### config.mk
export PLATFORM = sky130hd
export DESIGN_NAME = free_look_orientation_unit
export DESIGN_NICKNAME = d
export VERILOG_FILES = /design/src/sv/flou_pkg.sv /design/src/sv/free_look_orientation_unit.sv /design/src/sv/flou_datapath.sv /design/src/sv/flou_ctrl.sv
export SDC_FILE = /design/constraint.sdc
export NUM_CORES = 2
export LEC_CHECK = 0
export BUFFER_PORTS_ARGS = -buffer_cell sky130_fd_sc_hd__buf_2
export CORE_AREA = 2 2 411 453
export DETAILED_ROUTE_END_ITERATION = 7
export DIE_AREA = 0 0 413 455
export PLACE_DENSITY = 0.63
export SYNTH_ARGS = -nofsm -noshare
export SYNTH_HDL_FRONTEND = slang
export SYNTH_HIERARCHICAL = 1
export SYNTH_SLANG_ARGS = --single-unit
### constraint.sdc
create_clock -name clk -period 10.9 [get_ports clk]
set_input_delay 3.27 -clock clk [delete_from_list [all_inputs] [get_ports clk]]
set_output_delay 3.27 -clock clk [all_outputs]
set_load 0.01 [all_outputs]
### src/sv/flou_pkg.sv
// Shared types, constants and coefficient tables of the free-look orientation unit.
`timescale 1ns / 1ps
package flou_pkg;

	localparam int ANGLE_FRAC_BITS  = 8;
	localparam int VECTOR_FRAC_BITS = 15;
	localparam int STEP_SHIFT       = 12 - ANGLE_FRAC_BITS;

	localparam logic [16:0] DEG_FULL    = 17'(360 << ANGLE_FRAC_BITS);
	localparam logic [16:0] DEG_QUARTER = 17'(90 << ANGLE_FRAC_BITS);
	localparam logic [15:0] PITCH_LIM   = 16'(89 << ANGLE_FRAC_BITS);
	localparam logic [16:0] YAW_RESET   = 17'(270 << ANGLE_FRAC_BITS);
	localparam logic [15:0] SENS_RESET  = 16'd410;
	localparam logic [31:0] RAD_PER_DEG_Q32 = 32'd74961321;

	// Yaw step reduction subtracts DEG_FULL << k for k = MOD_STEPS-1 down to 0.
	localparam int MOD_STEPS    = 12;
	localparam int HORNER_TERMS = 5;

	// Datapath operations
	localparam logic [4:0] OP_NOP     = 5'd0;
	localparam logic [4:0] OP_LOAD    = 5'd1;
	localparam logic [4:0] OP_MUL_DX  = 5'd2;
	localparam logic [4:0] OP_STEPX   = 5'd3;
	localparam logic [4:0] OP_MODX    = 5'd4;
	localparam logic [4:0] OP_YAW     = 5'd5;
	localparam logic [4:0] OP_MUL_DY  = 5'd6;
	localparam logic [4:0] OP_PITCH   = 5'd7;
	localparam logic [4:0] OP_ANG     = 5'd8;
	localparam logic [4:0] OP_MUL_X   = 5'd9;
	localparam logic [4:0] OP_SET_X   = 5'd10;
	localparam logic [4:0] OP_MUL_XX  = 5'd11;
	localparam logic [4:0] OP_SET_X2  = 5'd12;
	localparam logic [4:0] OP_MUL_XT  = 5'd13;
	localparam logic [4:0] OP_SET_V   = 5'd14;
	localparam logic [4:0] OP_MUL_VM  = 5'd15;
	localparam logic [4:0] OP_SET_Q   = 5'd16;
	localparam logic [4:0] OP_MUL_QK  = 5'd17;
	localparam logic [4:0] OP_SET_T   = 5'd18;
	localparam logic [4:0] OP_MUL_XTF = 5'd19;
	localparam logic [4:0] OP_SET_S   = 5'd20;
	localparam logic [4:0] OP_MUL_O   = 5'd21;
	localparam logic [4:0] OP_SET_O   = 5'd22;
	localparam logic [4:0] OP_FIN     = 5'd23;

	// Sine slots
	localparam logic [1:0] SIN_YAW   = 2'd0;
	localparam logic [1:0] COS_YAW   = 2'd1;
	localparam logic [1:0] SIN_PITCH = 2'd2;
	localparam logic [1:0] COS_PITCH = 2'd3;

	// Product slots
	localparam logic [1:0] PRD_FRONT_X = 2'd0;
	localparam logic [1:0] PRD_FRONT_Z = 2'd1;
	localparam logic [1:0] PRD_UP_X    = 2'd2;
	localparam logic [1:0] PRD_UP_Z    = 2'd3;

	typedef struct packed {
		logic signed [15:0] delta_x;
		logic signed [15:0] delta_y;
	} flou_in_t;

	typedef struct packed {
		logic signed [15:0] front_x;
		logic signed [15:0] front_y;
		logic signed [15:0] front_z;
		logic signed [15:0] side_x;
		logic signed [15:0] side_z;
		logic signed [15:0] up_x;
		logic signed [15:0] up_y;
		logic signed [15:0] up_z;
		logic [16:0]        yaw_out;
		logic signed [15:0] pitch_out;
	} flou_out_t;

	typedef struct packed {
		logic [4:0] op;
		logic [3:0] shift;
		logic [1:0] sine;
		logic [2:0] term;
		logic [1:0] prd;
	} flou_cmd_t;

	typedef struct packed {
		logic out_full;
	} flou_status_t;

	// Horner divisors of the sine series
	function automatic logic [6:0] horner_div(input logic [2:0] term);
		case (term)
			3'd0:    horner_div = 7'd110;
			3'd1:    horner_div = 7'd72;
			3'd2:    horner_div = 7'd42;
			3'd3:    horner_div = 7'd20;
			default: horner_div = 7'd6;
		endcase
	endfunction

	// floor(2^shift / divisor); quotient lands at most one low
	function automatic logic [31:0] horner_recip(input logic [2:0] term);
		case (term)
			3'd0:    horner_recip = 32'd2498890063;
			3'd1:    horner_recip = 32'd3817748707;
			3'd2:    horner_recip = 32'd3272356035;
			3'd3:    horner_recip = 32'd3435973836;
			default: horner_recip = 32'd2863311530;
		endcase
	endfunction

	function automatic logic [5:0] horner_shift(input logic [2:0] term);
		case (term)
			3'd0:    horner_shift = 6'd38;
			3'd1:    horner_shift = 6'd38;
			3'd2:    horner_shift = 6'd37;
			3'd3:    horner_shift = 6'd36;
			default: horner_shift = 6'd34;
		endcase
	endfunction

endpackage

### src/sv/free_look_orientation_unit.sv
// Top level of the free-look orientation unit: controller plus datapath.
`timescale 1ns / 1ps
// Usage:
//   Input channel (in_valid/in_ready/in_data) takes one beat of mouse deltas
//   (delta_x turns yaw, delta_y turns pitch). Output channel
//   (out_valid/out_ready/out_data) returns one beat per input: the front, side
//   and up basis vectors in Q1.15 plus the updated yaw and pitch.
//   The user writes sensitivity through cfg_wr_en/cfg_wr_data only while idle;
//   the block does not enforce this. It takes effect at the next input beat.
// Sequencing:
//   One beat at a time: a new beat is taken only after the last result is
//   written to the output register. 12 steps reduce the yaw step modulo 360
//   degrees, then each of four sines runs through the single shared 32x32
//   multiplier (scale, square, five Horner terms with reciprocal divide), and
//   four vector products follow on that same multiplier.
// Reset:
//   arst_n clears control, sets yaw to 270 degrees, pitch to zero and
//   sensitivity to its default; the block is ready right after.
// Stall:
//   A finished result holds in the output register. The next beat is already
//   accepted and computed; it then waits before the output register until
//   the receiver takes the previous one.
module free_look_orientation_unit (
	input  logic                clk,
	input  logic                arst_n,
	input  logic                cfg_wr_en,
	input  logic [15:0]         cfg_wr_data,
	input  logic                in_valid,
	output logic                in_ready,
	input  flou_pkg::flou_in_t  in_data,
	output logic                out_valid,
	input  logic                out_ready,
	output flou_pkg::flou_out_t out_data
);

	flou_pkg::flou_cmd_t    cmd;
	flou_pkg::flou_status_t status;

	// Sequence one update per accepted beat
	flou_ctrl u_ctrl (
		.clk      (clk),
		.arst_n   (arst_n),
		.in_valid (in_valid),
		.in_ready (in_ready),
		.status   (status),
		.cmd      (cmd)
	);

	// Hold angles, run the multiplier and drive the output register
	flou_datapath u_datapath (
		.clk         (clk),
		.arst_n      (arst_n),
		.cfg_wr_en   (cfg_wr_en),
		.cfg_wr_data (cfg_wr_data),
		.in_data     (in_data),
		.cmd         (cmd),
		.out_ready   (out_ready),
		.status      (status),
		.out_valid   (out_valid),
		.out_data    (out_data)
	);

endmodule

### src/sv/flou_datapath.sv
// Datapath: angle state, shared multiplier, sine evaluation and result register.
`timescale 1ns / 1ps
module flou_datapath (
	input  logic                   clk,
	input  logic                   arst_n,
	input  logic                   cfg_wr_en,
	input  logic [15:0]            cfg_wr_data,
	input  flou_pkg::flou_in_t     in_data,
	input  flou_pkg::flou_cmd_t    cmd,
	input  logic                   out_ready,
	output flou_pkg::flou_status_t status,
	output logic                   out_valid,
	output flou_pkg::flou_out_t    out_data
);

	function automatic logic [15:0] vec_round(input logic neg, input logic [63:0] mag,
			input int unsigned sh);
		logic [64:0] rounded;
		logic [64:0] lim;
		logic [15:0] v;
		rounded = ({1'b0, mag} + (65'd1 << (sh - 1))) >> sh;
		lim     = 65'((1 << flou_pkg::VECTOR_FRAC_BITS) - 1);
		if (rounded > lim) begin
			v = 16'(lim);
		end else begin
			v = 16'(rounded);
		end
		vec_round = neg ? 16'd0 - v : v;
	endfunction

	localparam int PROD_SH   = 60 - flou_pkg::VECTOR_FRAC_BITS;
	localparam int SINGLE_SH = 30 - flou_pkg::VECTOR_FRAC_BITS;
	localparam logic signed [29:0] PLIM = 30'(flou_pkg::PITCH_LIM);
	localparam logic [17:0] Q1 = 18'(flou_pkg::DEG_QUARTER);
	localparam logic [17:0] Q2 = 18'(2 * flou_pkg::DEG_QUARTER);
	localparam logic [17:0] Q3 = 18'(3 * flou_pkg::DEG_QUARTER);
	localparam logic [30:0] Q30_ONE = 31'(1 << 30);

	logic [15:0]        sens_q;
	logic signed [15:0] dx_q, dy_q;
	logic [16:0]        yaw_q;
	logic signed [15:0] pitch_q;
	logic [27:0]        acc_q;
	logic               neg_q;
	logic [63:0]        prod_q;
	logic [14:0]        r_q;
	logic               rneg_q;
	logic [30:0]        x_q, t_q;
	logic [31:0]        x2_q, v_q, q_q;
	logic [30:0]        sy_q, cy_q, sp_q, cp_q;
	logic               sy_n_q, cy_n_q, sp_n_q, cp_n_q;
	logic [15:0]        fx_q, fz_q, ux_q, uz_q;
	flou_pkg::flou_out_t res_q;
	logic               out_valid_q;

	logic [16:0] dx_mag, dy_mag;
	logic [31:0] mul_a, mul_b;
	logic [27:0] step_m;
	logic [27:0] mod_cand;
	logic [16:0] red;
	logic [17:0] ysum;
	logic signed [29:0] psum;
	logic [16:0] pa;
	logic [17:0] ang, ang_rem, ang_r;
	logic        ang_neg;
	logic [31:0] rem, qf;
	logic [30:0] s_mag;
	logic        prd_neg;
	logic [15:0] prd_val;

	assign dx_mag = dx_q[15] ? 17'd0 - {dx_q[15], dx_q} : {1'b0, dx_q};
	assign dy_mag = dy_q[15] ? 17'd0 - {dy_q[15], dy_q} : {1'b0, dy_q};

	always_comb begin
		mul_a = '0;
		mul_b = '0;
		case (cmd.op)
			flou_pkg::OP_MUL_DX: begin
				mul_a = 32'(dx_mag);
				mul_b = 32'(sens_q);
			end
			flou_pkg::OP_MUL_DY: begin
				mul_a = 32'(dy_mag);
				mul_b = 32'(sens_q);
			end
			flou_pkg::OP_MUL_X: begin
				mul_a = 32'(r_q);
				mul_b = flou_pkg::RAD_PER_DEG_Q32;
			end
			flou_pkg::OP_MUL_XX: begin
				mul_a = 32'(x_q);
				mul_b = 32'(x_q);
			end
			flou_pkg::OP_MUL_XT: begin
				mul_a = x2_q;
				mul_b = 32'(t_q);
			end
			flou_pkg::OP_MUL_VM: begin
				mul_a = v_q;
				mul_b = flou_pkg::horner_recip(cmd.term);
			end
			flou_pkg::OP_MUL_QK: begin
				mul_a = q_q;
				mul_b = 32'(flou_pkg::horner_div(cmd.term));
			end
			flou_pkg::OP_MUL_XTF: begin
				mul_a = 32'(x_q);
				mul_b = 32'(t_q);
			end
			flou_pkg::OP_MUL_O: begin
				case (cmd.prd)
					flou_pkg::PRD_FRONT_X: begin
						mul_a = 32'(cy_q);
						mul_b = 32'(cp_q);
					end
					flou_pkg::PRD_FRONT_Z: begin
						mul_a = 32'(sy_q);
						mul_b = 32'(cp_q);
					end
					flou_pkg::PRD_UP_X: begin
						mul_a = 32'(sp_q);
						mul_b = 32'(cy_q);
					end
					default: begin
						mul_a = 32'(sp_q);
						mul_b = 32'(sy_q);
					end
				endcase
			end
			default: begin
				mul_a = '0;
				mul_b = '0;
			end
		endcase
	end

	// round the scaled step half away from zero on the magnitude
	assign step_m = 28'((prod_q[31:0] + 32'(1 << (flou_pkg::STEP_SHIFT - 1)))
		>> flou_pkg::STEP_SHIFT);
	assign mod_cand = 28'(flou_pkg::DEG_FULL) << cmd.shift;

	always_comb begin
		red = 17'(acc_q);
		if (neg_q && red != 17'd0) begin
			red = flou_pkg::DEG_FULL - red;
		end
		ysum = 18'(yaw_q) + 18'(red);
		if (ysum >= 18'(flou_pkg::DEG_FULL)) begin
			ysum = ysum - 18'(flou_pkg::DEG_FULL);
		end
	end

	assign psum = 30'(pitch_q) + (dy_q[15] ? 30'sd0 - $signed(30'(step_m))
		: $signed(30'(step_m)));

	// angle reduction to a first-quadrant magnitude
	always_comb begin
		pa = pitch_q[15] ? 17'({pitch_q[15], pitch_q}) + flou_pkg::DEG_FULL
			: 17'(pitch_q);
		ang = (cmd.sine[1] ? 18'(pa) : 18'(yaw_q)) + (cmd.sine[0] ? Q1 : 18'd0);
		if (ang >= 18'(flou_pkg::DEG_FULL)) begin
			ang = ang - 18'(flou_pkg::DEG_FULL);
		end
		if (ang < Q1) begin
			ang_rem = ang;
			ang_r   = ang_rem;
			ang_neg = 1'b0;
		end else if (ang < Q2) begin
			ang_rem = ang - Q1;
			ang_r   = Q1 - ang_rem;
			ang_neg = 1'b0;
		end else if (ang < Q3) begin
			ang_rem = ang - Q2;
			ang_r   = ang_rem;
			ang_neg = 1'b1;
		end else begin
			ang_rem = ang - Q3;
			ang_r   = Q1 - ang_rem;
			ang_neg = 1'b1;
		end
	end

	// correct the reciprocal quotient by one where it came out low
	assign rem   = v_q - prod_q[31:0];
	assign qf    = q_q + ((rem >= 32'(flou_pkg::horner_div(cmd.term))) ? 32'd1 : 32'd0);
	assign s_mag = 31'(prod_q >> 30);

	always_comb begin
		case (cmd.prd)
			flou_pkg::PRD_FRONT_X: prd_neg = cy_n_q ^ cp_n_q;
			flou_pkg::PRD_FRONT_Z: prd_neg = sy_n_q ^ cp_n_q;
			flou_pkg::PRD_UP_X:    prd_neg = ~(sp_n_q ^ cy_n_q);
			default:               prd_neg = ~(sp_n_q ^ sy_n_q);
		endcase
		prd_val = vec_round(prd_neg, prod_q, PROD_SH);
	end

	always_ff @(posedge clk or negedge arst_n) begin
		if (!arst_n) begin
			sens_q      <= flou_pkg::SENS_RESET;
			yaw_q       <= flou_pkg::YAW_RESET;
			pitch_q     <= '0;
			out_valid_q <= 1'b0;
		end else begin
			if (cfg_wr_en) begin
				sens_q <= cfg_wr_data;
			end
			if (cmd.op == flou_pkg::OP_YAW) begin
				yaw_q <= 17'(ysum);
			end
			if (cmd.op == flou_pkg::OP_PITCH) begin
				if (psum > PLIM) begin
					pitch_q <= flou_pkg::PITCH_LIM;
				end else if (psum < -PLIM) begin
					pitch_q <= 16'd0 - flou_pkg::PITCH_LIM;
				end else begin
					pitch_q <= 16'(psum);
				end
			end
			if (cmd.op == flou_pkg::OP_FIN) begin
				out_valid_q <= 1'b1;
			end else if (out_ready) begin
				out_valid_q <= 1'b0;
			end
		end
	end

	always_ff @(posedge clk) begin
		prod_q <= 64'(mul_a) * 64'(mul_b);
		case (cmd.op)
			flou_pkg::OP_LOAD: begin
				dx_q <= in_data.delta_x;
				dy_q <= in_data.delta_y;
			end
			flou_pkg::OP_STEPX: begin
				acc_q <= step_m;
				neg_q <= dx_q[15];
			end
			flou_pkg::OP_MODX: begin
				if (acc_q >= mod_cand) begin
					acc_q <= acc_q - mod_cand;
				end
			end
			flou_pkg::OP_ANG: begin
				r_q    <= 15'(ang_r);
				rneg_q <= ang_neg;
			end
			flou_pkg::OP_SET_X: begin
				x_q <= 31'(prod_q >> (flou_pkg::ANGLE_FRAC_BITS + 2));
			end
			flou_pkg::OP_SET_X2: begin
				x2_q <= 32'(prod_q >> 30);
				t_q  <= Q30_ONE;
			end
			flou_pkg::OP_SET_V: begin
				v_q <= 32'(prod_q >> 30);
			end
			flou_pkg::OP_SET_Q: begin
				q_q <= 32'(prod_q >> flou_pkg::horner_shift(cmd.term));
			end
			flou_pkg::OP_SET_T: begin
				t_q <= 31'(32'(Q30_ONE) - qf);
			end
			flou_pkg::OP_SET_S: begin
				case (cmd.sine)
					flou_pkg::SIN_YAW: begin
						sy_q   <= s_mag;
						sy_n_q <= rneg_q;
					end
					flou_pkg::COS_YAW: begin
						cy_q   <= s_mag;
						cy_n_q <= rneg_q;
					end
					flou_pkg::SIN_PITCH: begin
						sp_q   <= s_mag;
						sp_n_q <= rneg_q;
					end
					default: begin
						cp_q   <= s_mag;
						cp_n_q <= rneg_q;
					end
				endcase
			end
			flou_pkg::OP_SET_O: begin
				case (cmd.prd)
					flou_pkg::PRD_FRONT_X: fx_q <= prd_val;
					flou_pkg::PRD_FRONT_Z: fz_q <= prd_val;
					flou_pkg::PRD_UP_X:    ux_q <= prd_val;
					default:               uz_q <= prd_val;
				endcase
			end
			flou_pkg::OP_FIN: begin
				res_q.front_x   <= fx_q;
				res_q.front_y   <= vec_round(sp_n_q, 64'(sp_q), SINGLE_SH);
				res_q.front_z   <= fz_q;
				res_q.side_x    <= vec_round(~sy_n_q, 64'(sy_q), SINGLE_SH);
				res_q.side_z    <= vec_round(cy_n_q, 64'(cy_q), SINGLE_SH);
				res_q.up_x      <= ux_q;
				res_q.up_y      <= vec_round(cp_n_q, 64'(cp_q), SINGLE_SH);
				res_q.up_z      <= uz_q;
				res_q.yaw_out   <= yaw_q;
				res_q.pitch_out <= pitch_q;
			end
			default: begin
			end
		endcase
	end

	assign status.out_full = out_valid_q && !out_ready;
	assign out_valid       = out_valid_q;
	assign out_data        = res_q;

endmodule

### src/sv/flou_ctrl.sv
// Controller: sequences the datapath through one update per input beat.
`timescale 1ns / 1ps
module flou_ctrl (
	input  logic                   clk,
	input  logic                   arst_n,
	input  logic                   in_valid,
	output logic                   in_ready,
	input  flou_pkg::flou_status_t status,
	output flou_pkg::flou_cmd_t    cmd
);

	localparam logic [4:0] S_IDLE    = 5'd0;
	localparam logic [4:0] S_MUL_DX  = 5'd1;
	localparam logic [4:0] S_STEPX   = 5'd2;
	localparam logic [4:0] S_MODX    = 5'd3;
	localparam logic [4:0] S_YAW     = 5'd4;
	localparam logic [4:0] S_MUL_DY  = 5'd5;
	localparam logic [4:0] S_PITCH   = 5'd6;
	localparam logic [4:0] S_ANG     = 5'd7;
	localparam logic [4:0] S_MUL_X   = 5'd8;
	localparam logic [4:0] S_SET_X   = 5'd9;
	localparam logic [4:0] S_MUL_XX  = 5'd10;
	localparam logic [4:0] S_SET_X2  = 5'd11;
	localparam logic [4:0] S_MUL_XT  = 5'd12;
	localparam logic [4:0] S_SET_V   = 5'd13;
	localparam logic [4:0] S_MUL_VM  = 5'd14;
	localparam logic [4:0] S_SET_Q   = 5'd15;
	localparam logic [4:0] S_MUL_QK  = 5'd16;
	localparam logic [4:0] S_SET_T   = 5'd17;
	localparam logic [4:0] S_MUL_XTF = 5'd18;
	localparam logic [4:0] S_SET_S   = 5'd19;
	localparam logic [4:0] S_MUL_O   = 5'd20;
	localparam logic [4:0] S_SET_O   = 5'd21;
	localparam logic [4:0] S_FIN     = 5'd22;

	logic [4:0] state_q, state_d;
	logic [3:0] shift_q, shift_d;
	logic [1:0] sine_q, sine_d;
	logic [2:0] term_q, term_d;
	logic [1:0] prd_q, prd_d;

	always_comb begin
		state_d = state_q;
		shift_d = shift_q;
		sine_d  = sine_q;
		term_d  = term_q;
		prd_d   = prd_q;
		case (state_q)
			S_IDLE: begin
				if (in_valid) state_d = S_MUL_DX;
			end
			S_MUL_DX: state_d = S_STEPX;
			S_STEPX: begin
				shift_d = 4'(flou_pkg::MOD_STEPS - 1);
				state_d = S_MODX;
			end
			S_MODX: begin
				if (shift_q == 4'd0) begin
					state_d = S_YAW;
				end else begin
					shift_d = shift_q - 4'd1;
				end
			end
			S_YAW:    state_d = S_MUL_DY;
			S_MUL_DY: state_d = S_PITCH;
			S_PITCH: begin
				sine_d  = flou_pkg::SIN_YAW;
				state_d = S_ANG;
			end
			S_ANG:    state_d = S_MUL_X;
			S_MUL_X:  state_d = S_SET_X;
			S_SET_X:  state_d = S_MUL_XX;
			S_MUL_XX: state_d = S_SET_X2;
			S_SET_X2: begin
				term_d  = 3'd0;
				state_d = S_MUL_XT;
			end
			S_MUL_XT: state_d = S_SET_V;
			S_SET_V:  state_d = S_MUL_VM;
			S_MUL_VM: state_d = S_SET_Q;
			S_SET_Q:  state_d = S_MUL_QK;
			S_MUL_QK: state_d = S_SET_T;
			S_SET_T: begin
				if (term_q == 3'(flou_pkg::HORNER_TERMS - 1)) begin
					state_d = S_MUL_XTF;
				end else begin
					term_d  = term_q + 3'd1;
					state_d = S_MUL_XT;
				end
			end
			S_MUL_XTF: state_d = S_SET_S;
			S_SET_S: begin
				if (sine_q == flou_pkg::COS_PITCH) begin
					prd_d   = flou_pkg::PRD_FRONT_X;
					state_d = S_MUL_O;
				end else begin
					sine_d  = sine_q + 2'd1;
					state_d = S_ANG;
				end
			end
			S_MUL_O: state_d = S_SET_O;
			S_SET_O: begin
				if (prd_q == flou_pkg::PRD_UP_Z) begin
					state_d = S_FIN;
				end else begin
					prd_d   = prd_q + 2'd1;
					state_d = S_MUL_O;
				end
			end
			S_FIN: begin
				if (!status.out_full) state_d = S_IDLE;
			end
			default: state_d = S_IDLE;
		endcase
	end

	always_ff @(posedge clk or negedge arst_n) begin
		if (!arst_n) begin
			state_q <= S_IDLE;
			shift_q <= '0;
			sine_q  <= '0;
			term_q  <= '0;
			prd_q   <= '0;
		end else begin
			state_q <= state_d;
			shift_q <= shift_d;
			sine_q  <= sine_d;
			term_q  <= term_d;
			prd_q   <= prd_d;
		end
	end

	always_comb begin
		cmd.shift = shift_q;
		cmd.sine  = sine_q;
		cmd.term  = term_q;
		cmd.prd   = prd_q;
		case (state_q)
			S_IDLE:    cmd.op = in_valid ? flou_pkg::OP_LOAD : flou_pkg::OP_NOP;
			S_MUL_DX:  cmd.op = flou_pkg::OP_MUL_DX;
			S_STEPX:   cmd.op = flou_pkg::OP_STEPX;
			S_MODX:    cmd.op = flou_pkg::OP_MODX;
			S_YAW:     cmd.op = flou_pkg::OP_YAW;
			S_MUL_DY:  cmd.op = flou_pkg::OP_MUL_DY;
			S_PITCH:   cmd.op = flou_pkg::OP_PITCH;
			S_ANG:     cmd.op = flou_pkg::OP_ANG;
			S_MUL_X:   cmd.op = flou_pkg::OP_MUL_X;
			S_SET_X:   cmd.op = flou_pkg::OP_SET_X;
			S_MUL_XX:  cmd.op = flou_pkg::OP_MUL_XX;
			S_SET_X2:  cmd.op = flou_pkg::OP_SET_X2;
			S_MUL_XT:  cmd.op = flou_pkg::OP_MUL_XT;
			S_SET_V:   cmd.op = flou_pkg::OP_SET_V;
			S_MUL_VM:  cmd.op = flou_pkg::OP_MUL_VM;
			S_SET_Q:   cmd.op = flou_pkg::OP_SET_Q;
			S_MUL_QK:  cmd.op = flou_pkg::OP_MUL_QK;
			S_SET_T:   cmd.op = flou_pkg::OP_SET_T;
			S_MUL_XTF: cmd.op = flou_pkg::OP_MUL_XTF;
			S_SET_S:   cmd.op = flou_pkg::OP_SET_S;
			S_MUL_O:   cmd.op = flou_pkg::OP_MUL_O;
			S_SET_O:   cmd.op = flou_pkg::OP_SET_O;
			S_FIN:     cmd.op = status.out_full ? flou_pkg::OP_NOP : flou_pkg::OP_FIN;
			default:   cmd.op = flou_pkg::OP_NOP;
		endcase
	end

	assign in_ready = (state_q == S_IDLE);

endmodule

==> flow_summary.toml <==
[logic_synthesis]
yosys-top-cells-count = "sky130_fd_sc_hd__inv_1 (1155), sky130_fd_sc_hd__nand2_1 (966), sky130_fd_sc_hd__fa_1 (899)"
syn-cell-area_um2 = 72940
synth_top_area_share_pct = 24.67
yosys_top_cell_by_area = "sky130_fd_sc_hd__fa_1"
ys_warns = 6
number_of_library_cell_types_mapped_by_synthesis = 105
synthCells = 7691
synth-main-ff-cell = "sky130_fd_sc_hd__edfxtp_1"
synth_async_sr_flop_share_pct = 9.192
ys_seq_area_share_pct = 28.24
synth_top_cells_by_area = "sky130_fd_sc_hd__fa_1 (25%), sky130_fd_sc_hd__edfxtp_1 (24%), sky130_fd_sc_hd__ha_1 (7.5%), sky130_fd_sc_hd__inv_1 (5.9%), sky130_fd_sc_hd__nand2_1 (5.0%)"
ys_seq_elements = 718
synth_enable_flop_cells = 588
synth_most_common_cell = "sky130_fd_sc_hd__inv_1"
postSynthAreaPerCell_um2 = 9.484

[clock_network]
cts_max_level = 3
numCtsBuffers = 79
cts-root-buf = "sky130_fd_sc_hd__clkbuf_16"
cts.clk_slew.worst_paths_ps = 60
worst_skew_pair.late_latency_ps = 750
cts-root-to-sink-buffers = 3
hold_buffers = 0
cts.sink_count = 718
tritoncts = "done"

[critical_path]
setup.worst_path.class = "primary input to flip-flop"
worst_path_most_repeated_cell = "sky130_fd_sc_hd__fa_1"
cp.arrival_ps = 12920
worst_setup_path_end_kind = "flip-flop"
timing.critical_path.required_ps = 11490
slowest_delay_ps = 570
cp_slowest_cell = "sky130_fd_sc_hd__fa_1"
critPathMaxFanout = 9
crit_path_start_kind = "primary input"

[min_path]
hp-class = "flip-flop to flip-flop"

[grt]
vias_in_the_first_global_route = 62255
grtUsageMet3_pct = 6.286
grt_busiest_layer = "met2"
met2_resource_use_gr_pct = 49.38
global_route.overflow_total = 0
track_usage_pct = 31.23
antenna_found_initial = 22
grt_pass1_wl_um = 424100
grt_start_max_net_pins = 163
grt.met1_usage_pct = 39.58

[place]
routabilityCongestion = 1.079
place.detailed.instances = 10832
standard_cell_area_after_detailed_placement_um2 = 84290
total_half_perimeter_wirelength_after_legalization_and_detailed_placement_um = 238100
place.port_buffers = 215

[route]
vias_per_cell = 5.540
drc_errors = 0
firstDrtPassIters = 8
wirelength_um = 295300
antenna_left = 0
detailroute.via_count = 61615
avgRoutedWirePerCell_um = 26.55
drt_first_iter_violations = 6138

[die]
die_width_um = 413
io-pin-count = 216
die-height_um = 455
initial_core_utilization_pct = 39.79
die_area_um2 = 187900
rows = 165
design.core.area_um2 = 183300

[sta]
relSlewSlack_pct = 29.37
final.hold.worst_slack_ps = 415.3
setup-tns-final_ps = -39420
worst_slew_pin_slew_ps = 1030
period_share_pct = 113.1
period_needed_ps = 12330
max_clock_freq_mhz = 81.12
finClkSkew_ps = 70.30
finalSetupViolations = 49
layout_setup_ws_ps = -1428
drv_slew = 0
hold_violations = 0
grt_setup_unrepaired = "yes"

[outcome]
outcome = "complete, but fails checks"
failing_checks = "setup timing"

[flow_run]
cap_violations = 0

[final_layout]
layout_stage_area_growth_over_the_synthesis_result_pct = 23.96
nNetsFinal = 10017
final_layout_size_suffix_gt1_share_pct = 21.83
final_area_um2 = 90410
final_cell_count_no_fill = 11122
## placed cells by master (no fill, tap or decap), drive strengths merged, types with 57 or more instances in the layout
cell type  instances
xnor2            207
buf             1184
clkbuf           103
nand2b            70
a21o             105
dfxtp             64
dfrtp             57
nor3             102
a211oi            60
and2              58
edfxtp           588
xor2             179
fa               899
nand3            143
nand2            966
mux2i             93
o21ai            291
a21oi            244
nor2             850
inv             1172
ha               437
## what timing repair did
item | CTS | global route
buffers inserted | 74 | 66
setup endpoints to repair | 52 | 53
resized for setup | 257 | 256
pin swaps | 99 | 219
gates cloned | 6 | 4
## layout make-up
type,instances,area [um^2]
fillers,16876,92910
multi-input cells,5481,49290
flip-flops and latches,718,20610
repair buffers,1188,10370
inverters,1160,4359
well taps,2421,3029
clock buffers,100,2138
clock inverters,46,591.8
diodes,8,20.02
## sequential cells by signal, summed over array words and instances, names as in the netlist, 16 cells and up
register             count
u_datapath/t_q          31
u_datapath/cp_q         31
u_datapath/acc_q        28
u_datapath/yaw_q        17
u_datapath/dx_q         16
u_datapath/ux_q         16
u_datapath/uz_q         16
u_datapath/fz_q         16
u_datapath/sp_q         31
u_datapath/q_q          32
u_datapath/pitch_q      16
u_datapath/cy_q         31
u_datapath/fx_q         16
u_datapath/sens_q       16
u_datapath/dy_q         16
u_datapath/x_q          31
u_datapath/sy_q         31
u_datapath/v_q          32
u_datapath/prod_q       64
u_datapath/x2_q         32
u_datapath/out_data    161
## stage by stage
step                setup WS [ps]  util [%]
detailed placement          -2796     45.98
CTS                         -1395     48.49
floorplan                   -1156         -
finish                      -1428     49.32
global placement            -2716     45.98
global route                -1639     49.31
## final timing paths
check                                     from                 endpoint  slack (ps)  cells after the start
setup / recovery                     out_ready    u_datapath/prod_q[60]       -1430                     45
hold / removal             u_datapath/ux_q[11]  u_datapath/out_data[76]         420                      0
setup reg to reg             u_ctrl/state_q[0]    u_datapath/prod_q[59]          50                     40
hold reg to reg            u_datapath/ux_q[11]  u_datapath/out_data[76]         420                      0
max in group asynchronous               arst_n          u_ctrl/prd_q[1]        7290                      2
min in group asynchronous               arst_n      u_datapath/yaw_q[2]        2530                      1
## cell families after synthesis
| logic type | count (synthesis) | share of synthesized area, % |
|---|---|---|
| buf+inv | 1494 | 7.723 |
| mux | 125 | 1.770 |
| flops | 718 | 28.24 |
| compound gates | 1155 | 10.65 |
| xor+xnor | 386 | 4.656 |
| simple gates | 2476 | 14.78 |
| fa+ha+maj | 1336 | 32.17 |
| other cells | 1 | 0.005141 |
## per-layer routing
layer / vias up / part of all wire, % / routed length, um
met5: - / 0.010 / 31
met3: 722 / 8.9 / 26140
met4: 6 / 7.2 / 21190
met1: 30899 / 38 / 113300
li1: 27138 / - / -
met2: 2850 / 46 / 134600
## critical path, delay by kind of cell
kind | cells | cell delay, ps
adder cells (fa/ha/maj) | 9 | 4250
AO/OA/AOI/OAI | 12 | 2320
buffers and inverters | 16 | 1830
AND/OR/NAND/NOR | 7 | 1060
XOR/XNOR | 1 | 120
Power is not shown: default switching activity piles up to over one toggle a cycle in this logic, so the estimate is an artifact.
